==> src/sv/kwmq_pkg.sv <==
// ----------------------------------------------------------------------------
// kwmq_pkg
// Shared types, codes and the ordering rule of the k-way merge min queue.
// ----------------------------------------------------------------------------
package kwmq_pkg;

  localparam int CAPACITY_DEF  = 16;
  localparam int KEY_WIDTH_DEF = 32;

  localparam int VALUE_W     = 32;
  localparam int SRC_W       = 4;
  localparam int OCC_W       = 5;
  localparam int CMD_W       = 2;
  localparam int STATUS_W    = 2;
  localparam int IN_TDATA_W  = 40;
  localparam int OUT_TDATA_W = 48;
  localparam int OUT_TUSER_W = 3;

  typedef enum logic [CMD_W-1:0] {
    CMD_INSERT  = 2'd0,
    CMD_EXTRACT = 2'd1,
    CMD_REPLACE = 2'd2
  } cmd_t;

  typedef enum logic [STATUS_W-1:0] {
    ST_OK    = 2'd0,
    ST_EMPTY = 2'd1,
    ST_FULL  = 2'd2
  } status_t;

  typedef enum logic [1:0] {
    OP_HOLD,
    OP_INSERT,
    OP_EXTRACT,
    OP_REPLACE
  } op_t;

  typedef struct packed {
    op_t op;
  } cell_ctl_t;

  // true when entry a leaves before entry b
  function automatic logic goes_first(input logic signed [63:0] ka,
                                      input logic [SRC_W-1:0] sa,
                                      input logic signed [63:0] kb,
                                      input logic [SRC_W-1:0] sb);
    goes_first = (ka < kb) || ((ka == kb) && (sa < sb));
  endfunction

endpackage

==> src/sv/kwmq_cell.sv <==
// ----------------------------------------------------------------------------
// kwmq_cell
// One slot of the sorted register chain: keep, take the new entry, or take
// the entry of a neighbour.
// ----------------------------------------------------------------------------
module kwmq_cell #(
  parameter int KEY_WIDTH = kwmq_pkg::KEY_WIDTH_DEF
) (
  input  logic                        clk,
  input  kwmq_pkg::cell_ctl_t         ctl,
  input  logic                        head,
  input  logic                        valid,
  input  logic signed [KEY_WIDTH-1:0] new_key,
  input  logic [kwmq_pkg::SRC_W-1:0]  new_src,
  input  logic signed [KEY_WIDTH-1:0] prev_key,
  input  logic [kwmq_pkg::SRC_W-1:0]  prev_src,
  input  logic                        prev_lt,
  input  logic signed [KEY_WIDTH-1:0] next_key,
  input  logic [kwmq_pkg::SRC_W-1:0]  next_src,
  input  logic                        next_lt,
  output logic signed [KEY_WIDTH-1:0] key_r,
  output logic [kwmq_pkg::SRC_W-1:0]  src_r,
  output logic                        lt
);

  logic signed [KEY_WIDTH-1:0] key_nxt;
  logic [kwmq_pkg::SRC_W-1:0]  src_nxt;

  assign lt = valid && kwmq_pkg::goes_first(64'(key_r), src_r, 64'(new_key), new_src);

  always_comb begin
    key_nxt = key_r;
    src_nxt = src_r;
    unique case (ctl.op)
      kwmq_pkg::OP_INSERT: begin
        if (!lt) begin
          if (prev_lt) begin
            key_nxt = new_key;
            src_nxt = new_src;
          end else begin
            key_nxt = prev_key;
            src_nxt = prev_src;
          end
        end
      end
      kwmq_pkg::OP_EXTRACT: begin
        key_nxt = next_key;
        src_nxt = next_src;
      end
      kwmq_pkg::OP_REPLACE: begin
        if (next_lt) begin
          key_nxt = next_key;
          src_nxt = next_src;
        end else if (head || lt) begin
          key_nxt = new_key;
          src_nxt = new_src;
        end
      end
      default: begin
      end
    endcase
  end

  always_ff @(posedge clk) begin
    key_r <= key_nxt;
    src_r <= src_nxt;
  end

endmodule

==> src/sv/k_way_merge_min_queue.sv <==
// ----------------------------------------------------------------------------
// k_way_merge_min_queue
// Bounded min-priority queue for a k-way merge, built as a sorted chain of
// cells with the smallest entry always in the head cell.
// Result: the result word of an accepted word is registered and valid from the next cycle.
// Throughput: one word per cycle while out_tready is high; each cell makes
// one key compare per cycle against the incoming entry.
// Reset: queue empty, no result pending; stored entries are not cleared.
// ----------------------------------------------------------------------------
module k_way_merge_min_queue #(
  parameter int CAPACITY  = kwmq_pkg::CAPACITY_DEF,
  parameter int KEY_WIDTH = kwmq_pkg::KEY_WIDTH_DEF
) (
  input  logic                                clk,
  input  logic                                rst_n,
  input  logic                                in_tvalid,
  output logic                                in_tready,
  input  logic [kwmq_pkg::IN_TDATA_W-1:0]     in_tdata,  // in_value, in_source
  input  logic [kwmq_pkg::CMD_W-1:0]          in_tuser,  // command
  output logic                                out_tvalid,
  input  logic                                out_tready,
  output logic [kwmq_pkg::OUT_TDATA_W-1:0]    out_tdata, // out_value, out_source, occupancy
  output logic [kwmq_pkg::OUT_TUSER_W-1:0]    out_tuser  // out_valid, status
);

  localparam int CW = $clog2(CAPACITY + 1);

  logic                               acc;
  logic [CW-1:0]                      count_r, count_nxt;
  logic signed [kwmq_pkg::VALUE_W-1:0] in_value;
  logic [kwmq_pkg::SRC_W-1:0]         in_source;
  logic signed [KEY_WIDTH-1:0]        new_key;
  kwmq_pkg::cell_ctl_t                ctl;
  logic                               empty, full;
  logic                               res_valid;
  kwmq_pkg::status_t                  res_status;

  logic signed [KEY_WIDTH-1:0]        key_a  [CAPACITY];
  logic [kwmq_pkg::SRC_W-1:0]         src_a  [CAPACITY];
  logic                               lt_a   [CAPACITY];
  logic                               vld_a  [CAPACITY];
  logic signed [KEY_WIDTH-1:0]        pkey_a [CAPACITY];
  logic [kwmq_pkg::SRC_W-1:0]         psrc_a [CAPACITY];
  logic                               plt_a  [CAPACITY];
  logic signed [KEY_WIDTH-1:0]        nkey_a [CAPACITY];
  logic [kwmq_pkg::SRC_W-1:0]         nsrc_a [CAPACITY];
  logic                               nlt_a  [CAPACITY];

  logic                               out_tvalid_r;
  logic signed [kwmq_pkg::VALUE_W-1:0] out_value_r;
  logic [kwmq_pkg::SRC_W-1:0]         out_source_r;
  logic                               out_valid_r;
  kwmq_pkg::status_t                  out_status_r;
  logic [kwmq_pkg::OCC_W-1:0]         out_occ_r;

  assign in_tready = !out_tvalid_r || out_tready;
  assign acc       = in_tvalid && in_tready;
  assign in_value  = in_tdata[31:0];
  assign in_source = in_tdata[35:32];
  assign new_key   = KEY_WIDTH'(in_value);
  assign empty     = (count_r == '0);
  assign full      = (count_r == CW'(CAPACITY));

  always_comb begin
    ctl.op     = kwmq_pkg::OP_HOLD;
    count_nxt  = count_r;
    res_valid  = 1'b0;
    res_status = kwmq_pkg::ST_OK;
    unique case (in_tuser)
      kwmq_pkg::CMD_INSERT: begin
        if (full) begin
          res_status = kwmq_pkg::ST_FULL;
        end else begin
          ctl.op    = kwmq_pkg::OP_INSERT;
          count_nxt = count_r + 1'b1;
        end
      end
      kwmq_pkg::CMD_EXTRACT: begin
        if (empty) begin
          res_status = kwmq_pkg::ST_EMPTY;
        end else begin
          ctl.op    = kwmq_pkg::OP_EXTRACT;
          count_nxt = count_r - 1'b1;
          res_valid = 1'b1;
        end
      end
      kwmq_pkg::CMD_REPLACE: begin
        if (empty) begin
          res_status = kwmq_pkg::ST_EMPTY;
          ctl.op     = kwmq_pkg::OP_INSERT;
          count_nxt  = count_r + 1'b1;
        end else begin
          ctl.op    = kwmq_pkg::OP_REPLACE;
          res_valid = 1'b1;
        end
      end
      default: begin
      end
    endcase
    if (!acc) begin
      ctl.op    = kwmq_pkg::OP_HOLD;
      count_nxt = count_r;
    end
  end

  always_comb begin
    for (int i = 0; i < CAPACITY; i++) begin
      vld_a[i] = (count_r > CW'(i));
      if (i == 0) begin
        pkey_a[i] = '0;
        psrc_a[i] = '0;
        plt_a[i]  = 1'b1;
      end else begin
        pkey_a[i] = key_a[i-1];
        psrc_a[i] = src_a[i-1];
        plt_a[i]  = lt_a[i-1];
      end
      if (i == CAPACITY - 1) begin
        nkey_a[i] = '0;
        nsrc_a[i] = '0;
        nlt_a[i]  = 1'b0;
      end else begin
        nkey_a[i] = key_a[i+1];
        nsrc_a[i] = src_a[i+1];
        nlt_a[i]  = lt_a[i+1];
      end
    end
  end

  for (genvar g = 0; g < CAPACITY; g++) begin : g_cell
    kwmq_cell #(
      .KEY_WIDTH (KEY_WIDTH)
    ) u_cell (
      .clk      (clk),
      .ctl      (ctl),
      .head     (g == 0),
      .valid    (vld_a[g]),
      .new_key  (new_key),
      .new_src  (in_source),
      .prev_key (pkey_a[g]),
      .prev_src (psrc_a[g]),
      .prev_lt  (plt_a[g]),
      .next_key (nkey_a[g]),
      .next_src (nsrc_a[g]),
      .next_lt  (nlt_a[g]),
      .key_r    (key_a[g]),
      .src_r    (src_a[g]),
      .lt       (lt_a[g])
    );
  end

  always_ff @(posedge clk) begin
    if (!rst_n) begin
      count_r      <= '0;
      out_tvalid_r <= 1'b0;
    end else begin
      count_r <= count_nxt;
      if (acc) begin
        out_tvalid_r <= 1'b1;
      end else if (out_tready) begin
        out_tvalid_r <= 1'b0;
      end
    end
  end

  always_ff @(posedge clk) begin
    if (acc) begin
      out_value_r  <= res_valid ? kwmq_pkg::VALUE_W'(key_a[0]) : '0;
      out_source_r <= res_valid ? src_a[0] : '0;
      out_valid_r  <= res_valid;
      out_status_r <= res_status;
      out_occ_r    <= kwmq_pkg::OCC_W'(count_nxt);
    end
  end

  assign out_tvalid = out_tvalid_r;
  assign out_tdata  = {7'd0, out_occ_r, out_source_r, out_value_r};
  assign out_tuser  = {out_status_r, out_valid_r};

  a_count_bound: assert property (@(posedge clk) disable iff (!rst_n)
    count_r <= CW'(CAPACITY))
    else $error("occupancy above capacity");

  a_empty_flag: assert property (@(posedge clk) disable iff (!rst_n)
    acc && (in_tuser == kwmq_pkg::CMD_EXTRACT) && (count_r == '0)
    |=> out_tvalid && !out_valid_r && (out_status_r == kwmq_pkg::ST_EMPTY))
    else $error("extract on empty not flagged");

  a_head_min: assert property (@(posedge clk) disable iff (!rst_n)
    (count_r > CW'(1))
    |-> !kwmq_pkg::goes_first(64'(key_a[1]), src_a[1], 64'(key_a[0]), src_a[0]))
    else $error("head cell not the minimum");

  a_full_hold: assert property (@(posedge clk) disable iff (!rst_n)
    acc && (in_tuser == kwmq_pkg::CMD_INSERT) && (count_r == CW'(CAPACITY))
    |=> (count_r == CW'(CAPACITY)) && (out_status_r == kwmq_pkg::ST_FULL))
    else $error("insert on full queue not dropped");

endmodule

==> config.mk <==
export PLATFORM = sky130hd
export DESIGN_NAME = k_way_merge_min_queue
export DESIGN_NICKNAME = d
export VERILOG_FILES = /design/src/sv/kwmq_pkg.sv /design/src/sv/kwmq_cell.sv /design/src/sv/k_way_merge_min_queue.sv
export SDC_FILE = /design/constraint.sdc
export NUM_CORES = 2
export LEC_CHECK = 0
export BUFFER_PORTS_ARGS = -buffer_cell sky130_fd_sc_hd__clkbuf_2
export CORE_MARGIN = 10
export CORE_UTILIZATION = 59
export CTS_CLUSTER_DIAMETER = 120
export DETAILED_ROUTE_END_ITERATION = 6
export PLACE_DENSITY_LB_ADDON = 0.05
export SYNTH_ARGS = -nofsm -noshare
export SYNTH_HDL_FRONTEND = slang
export SYNTH_SLANG_ARGS = --single-unit
==> constraint.sdc <==
create_clock -name clk -period 13.3 [get_ports clk]
set_clock_uncertainty 0.05 [all_clocks]
set_input_delay 0.665 -clock clk [delete_from_list [all_inputs] [get_ports clk]]
set_output_delay 0.665 -clock clk [all_outputs]
set_load 0.05 [all_outputs]
==> results.cfg <==
[layout]
fill_cells = 6905
stdcell_area_mm2 = 0.0532
multi_input_area_mm2 = 0.0290
layout_commonest_cell = edfxtp_1
layout_common_cells = 620 x edfxtp_1, 605 x nor2_1, 569 x ha_1
syn2layout_area_growth_pct = 7.66
drive_gt1_frac = 0.109
regArea_mm2 = 0.0187
final_net_count = 5601

[sta]
maxSlewViolCount = 0
hold_violations = 0
max_slew_margin = 0.127
grt_setup_unrepaired = false
post-route-min-period_ns = 5.87
fin_crit_sh = 0.441
max_freq_mhz = 170
setup_viol = 0
tns_ns = 0
worstMarginPinSlew_ns = 1.30

[clocking]
clkTransAtPathRegs_ns = 0.06
htreeDepth = 3
hold_buffers = 0
worstSkewPairLatency_ns = 0.65
cts_tree = done
clockRootBuffer = clkbuf_16
cts_sinks = 626
cts_buffer_depth = 3
post_cts_buffers = 0
ctsResizeCount = 0
numCtsBuffers = 79

[grt]
overflow = 0
grt_pass1_vias = 41300
grt_pass1_wl_um = 238000
antenna_found_initial = 8
grt_max_degree = 178
grt_usage = 0.309

[power]
clockPowerShare = 0.383
seqPwrFrac = 0.442
combPwrFrac = 0.175
power.leakage_uw = 0.0211
p_sw_uw = 1610
vdd_ir_drop_max_uv = 108
power_density_mw_per_mm2 = 104
internal_power_uw = 3940
switching_share = 0.290

[route]
vias_per_cell = 6.99
wirelength_um = 152000
drcViolationCount = 5
drtAntennaViolNets = 0
drt_iter0_markers = 4688
avgRoutedWirePerCell_um = 24.9
drt_first_pass_iters = 7
num_vias = 42800

[run_status]
violations = DRC
outcome = complete, but fails checks

[synthesis]
syn_area_mm2 = 0.0494
ys_seq_area_frac = 0.379
async_reset_ff_frac = 0
syn_inst = 5091
yosysWarnings = 0
synth_edf_count = 620
synth_area_per_cell_um2 = 9.71
synth_cell_type_count = 83
ys_seq_elements = 626
synth_ff_type = edfxtp_1

[worst_setup_path]
worst-path-buf-inv = 5
crit_path_cell_trace = clkbuf_2 -> inv_1 -> buf_4 -> ha_1 -> nand4_1 -> or4_4 -> a211oi_1 -> o21ai_0 -> o211ai_4 -> buf_4 -> buf_4 -> nand3_2 -> o22ai_1 -> nor3_2
path_class = input pin to flip-flop
reg2reg_depth = 10
worstPathArrival_ns = 6.20
worst_path_most_repeated_cell = buf_4
worstSetupStartpoint = in_tdata[31]
critical_path.max_fanout = 63
start_kind = input pin
slowest_delay_ns = 0.88
critical_path.slowest_cell = nand3_2
r2r-start = count_r[1]
worstPathRequired_ns = 13.63
critical_path.top_delay_family = buffers and inverters
r2r_end = g_cell[5].u_cell.key_r[19]
rrSetupSlack_ns = 7.58
end_kind = flip-flop

[floorplan]
dieArea_mm2 = 0.0957
core_area_mm2 = 0.0833
die_w_um = 309
die_h_um = 309
ios = 99
start_util = 0.593
rows = 106

[placed_design]
dpl_cell_area_mm2 = 0.0507
hpwlAfterDp_um = 112000
io_buffers = 87
gp_congestion = 0.928

[hold_path]
hold_end = out_tvalid
min_path_cells = 3
hold_path_class = input pin to flip-flop
hp-start = in_tvalid

[run]
max_cap_violations = 0
## final cells by class
class	instances	share of cell area
well taps	1080	0.0254
inverters	87	0.00614
diodes	2	0.0000941
clock buffers	106	0.0414
repair buffers	205	0.0251
flip-flops and latches	626	0.352
clock inverters	34	0.00515
multi-input cells	3987	0.545
## stage by stage
stage               setup WS (ns)  cells  power, uW  hold slack (ns)  utilization
global placement             7.07   5985       3410            0.524        0.609
CTS                          7.61   6125       5560            0.280        0.639
finish                       7.43   6127       5560            0.318        0.639
floorplan                    3.57   5097       3180            0.484            -
global route                 7.08   6125       5770            0.325        0.639
detailed placement           6.93   5985       3450            0.533        0.609
## power groups by stage
| stage | clock network, uW | registers [uW] | logic, uW |
|---|---|---|---|
| floorplan | 0 | 2510 | 670 |
| global placement | 0 | 2490 | 921 |
| detailed placement | 0 | 2490 | 954 |
| CTS | 2150 | 2450 | 959 |
| global route | 2220 | 2470 | 1080 |
| finish | 2130 | 2450 | 974 |
## sequential cells by signal, indices dropped and copies added (netlist names)
name and cells:
out_source_r 4, out_status_r 2, out_tvalid 1, out_occ_r 5, g_cell.u_cell.key_r 512, count_r 5
out_valid_r 1, g_cell.u_cell.src_r 64, out_value_r 32
## cells by family (layout without fill, tap and decap cells)
family | Yosys count | after routing | share of synthesized area
buffers and inverters | 484 | 432 | 0.0399
other | 1 | 9 | 0.0000759
muxes | 339 | 339 | 0.0721
AOI/OAI and AO/OA | 1807 | 1807 | 0.246
adders and majority gates | 569 | 569 | 0.144
DFF | 626 | 626 | 0.379
and+or+nand+nor | 1265 | 1265 | 0.119
## cell usage after synthesis, types with 38 or more instances
cell | instances | area share
a211oi_1 | 162 | 0.025
a21boi_0 | 46 | 0.0070
a21o_1 | 78 | 0.012
a21oi_1 | 372 | 0.038
a221o_1 | 49 | 0.0099
a22o_1 | 38 | 0.0067
a22oi_1 | 73 | 0.011
and3_1 | 42 | 0.0053
buf_2 | 41 | 0.0042
clkbuf_1 | 315 | 0.024
edfxtp_1 | 620 | 0.38
ha_1 | 569 | 0.14
inv_1 | 87 | 0.0066
mux2_2 | 115 | 0.026
mux2i_1 | 221 | 0.045
nand2_1 | 206 | 0.016
nand3_1 | 88 | 0.0089
nand4_1 | 110 | 0.014
nor2_1 | 611 | 0.046
nor3_1 | 51 | 0.0052
o21ai_0 | 352 | 0.036
o221ai_1 | 63 | 0.011
o22a_1 | 38 | 0.0067
o22ai_1 | 224 | 0.028
o32ai_1 | 78 | 0.014
## how the worst max path moves through the flow
stage,endpoint,cells past startpoint
after global placement,g_cell[9].u_cell.key_r[24],14
after detailed placement,g_cell[9].u_cell.key_r[14],14
after CTS,g_cell[9].u_cell.key_r[14],14
after global routing,g_cell[9].u_cell.key_r[28],14
after floorplan,g_cell[10].u_cell.key_r[0],5
final,g_cell[9].u_cell.key_r[14],14
## tightest hold or removal path, cell delays in order
cell	delay, ns
clkbuf_2	0.15
inv_1	0.07
a21boi_0	0.07
## layer usage
metal | vias up | part of all wire | wire length (um) | GRT usage
li1 | 19900 | - | - | -
met1 | 20900 | 0.44 | 66900 | 0.439
met2 | 1720 | 0.46 | 69800 | 0.491
met3 | 297 | 0.071 | 10800 | 0.0347
met4 | 10 | 0.031 | 4680 | 0.0938
met5 | - | 0.00045 | 68 | 0
(Power assumes the default switching activity.)
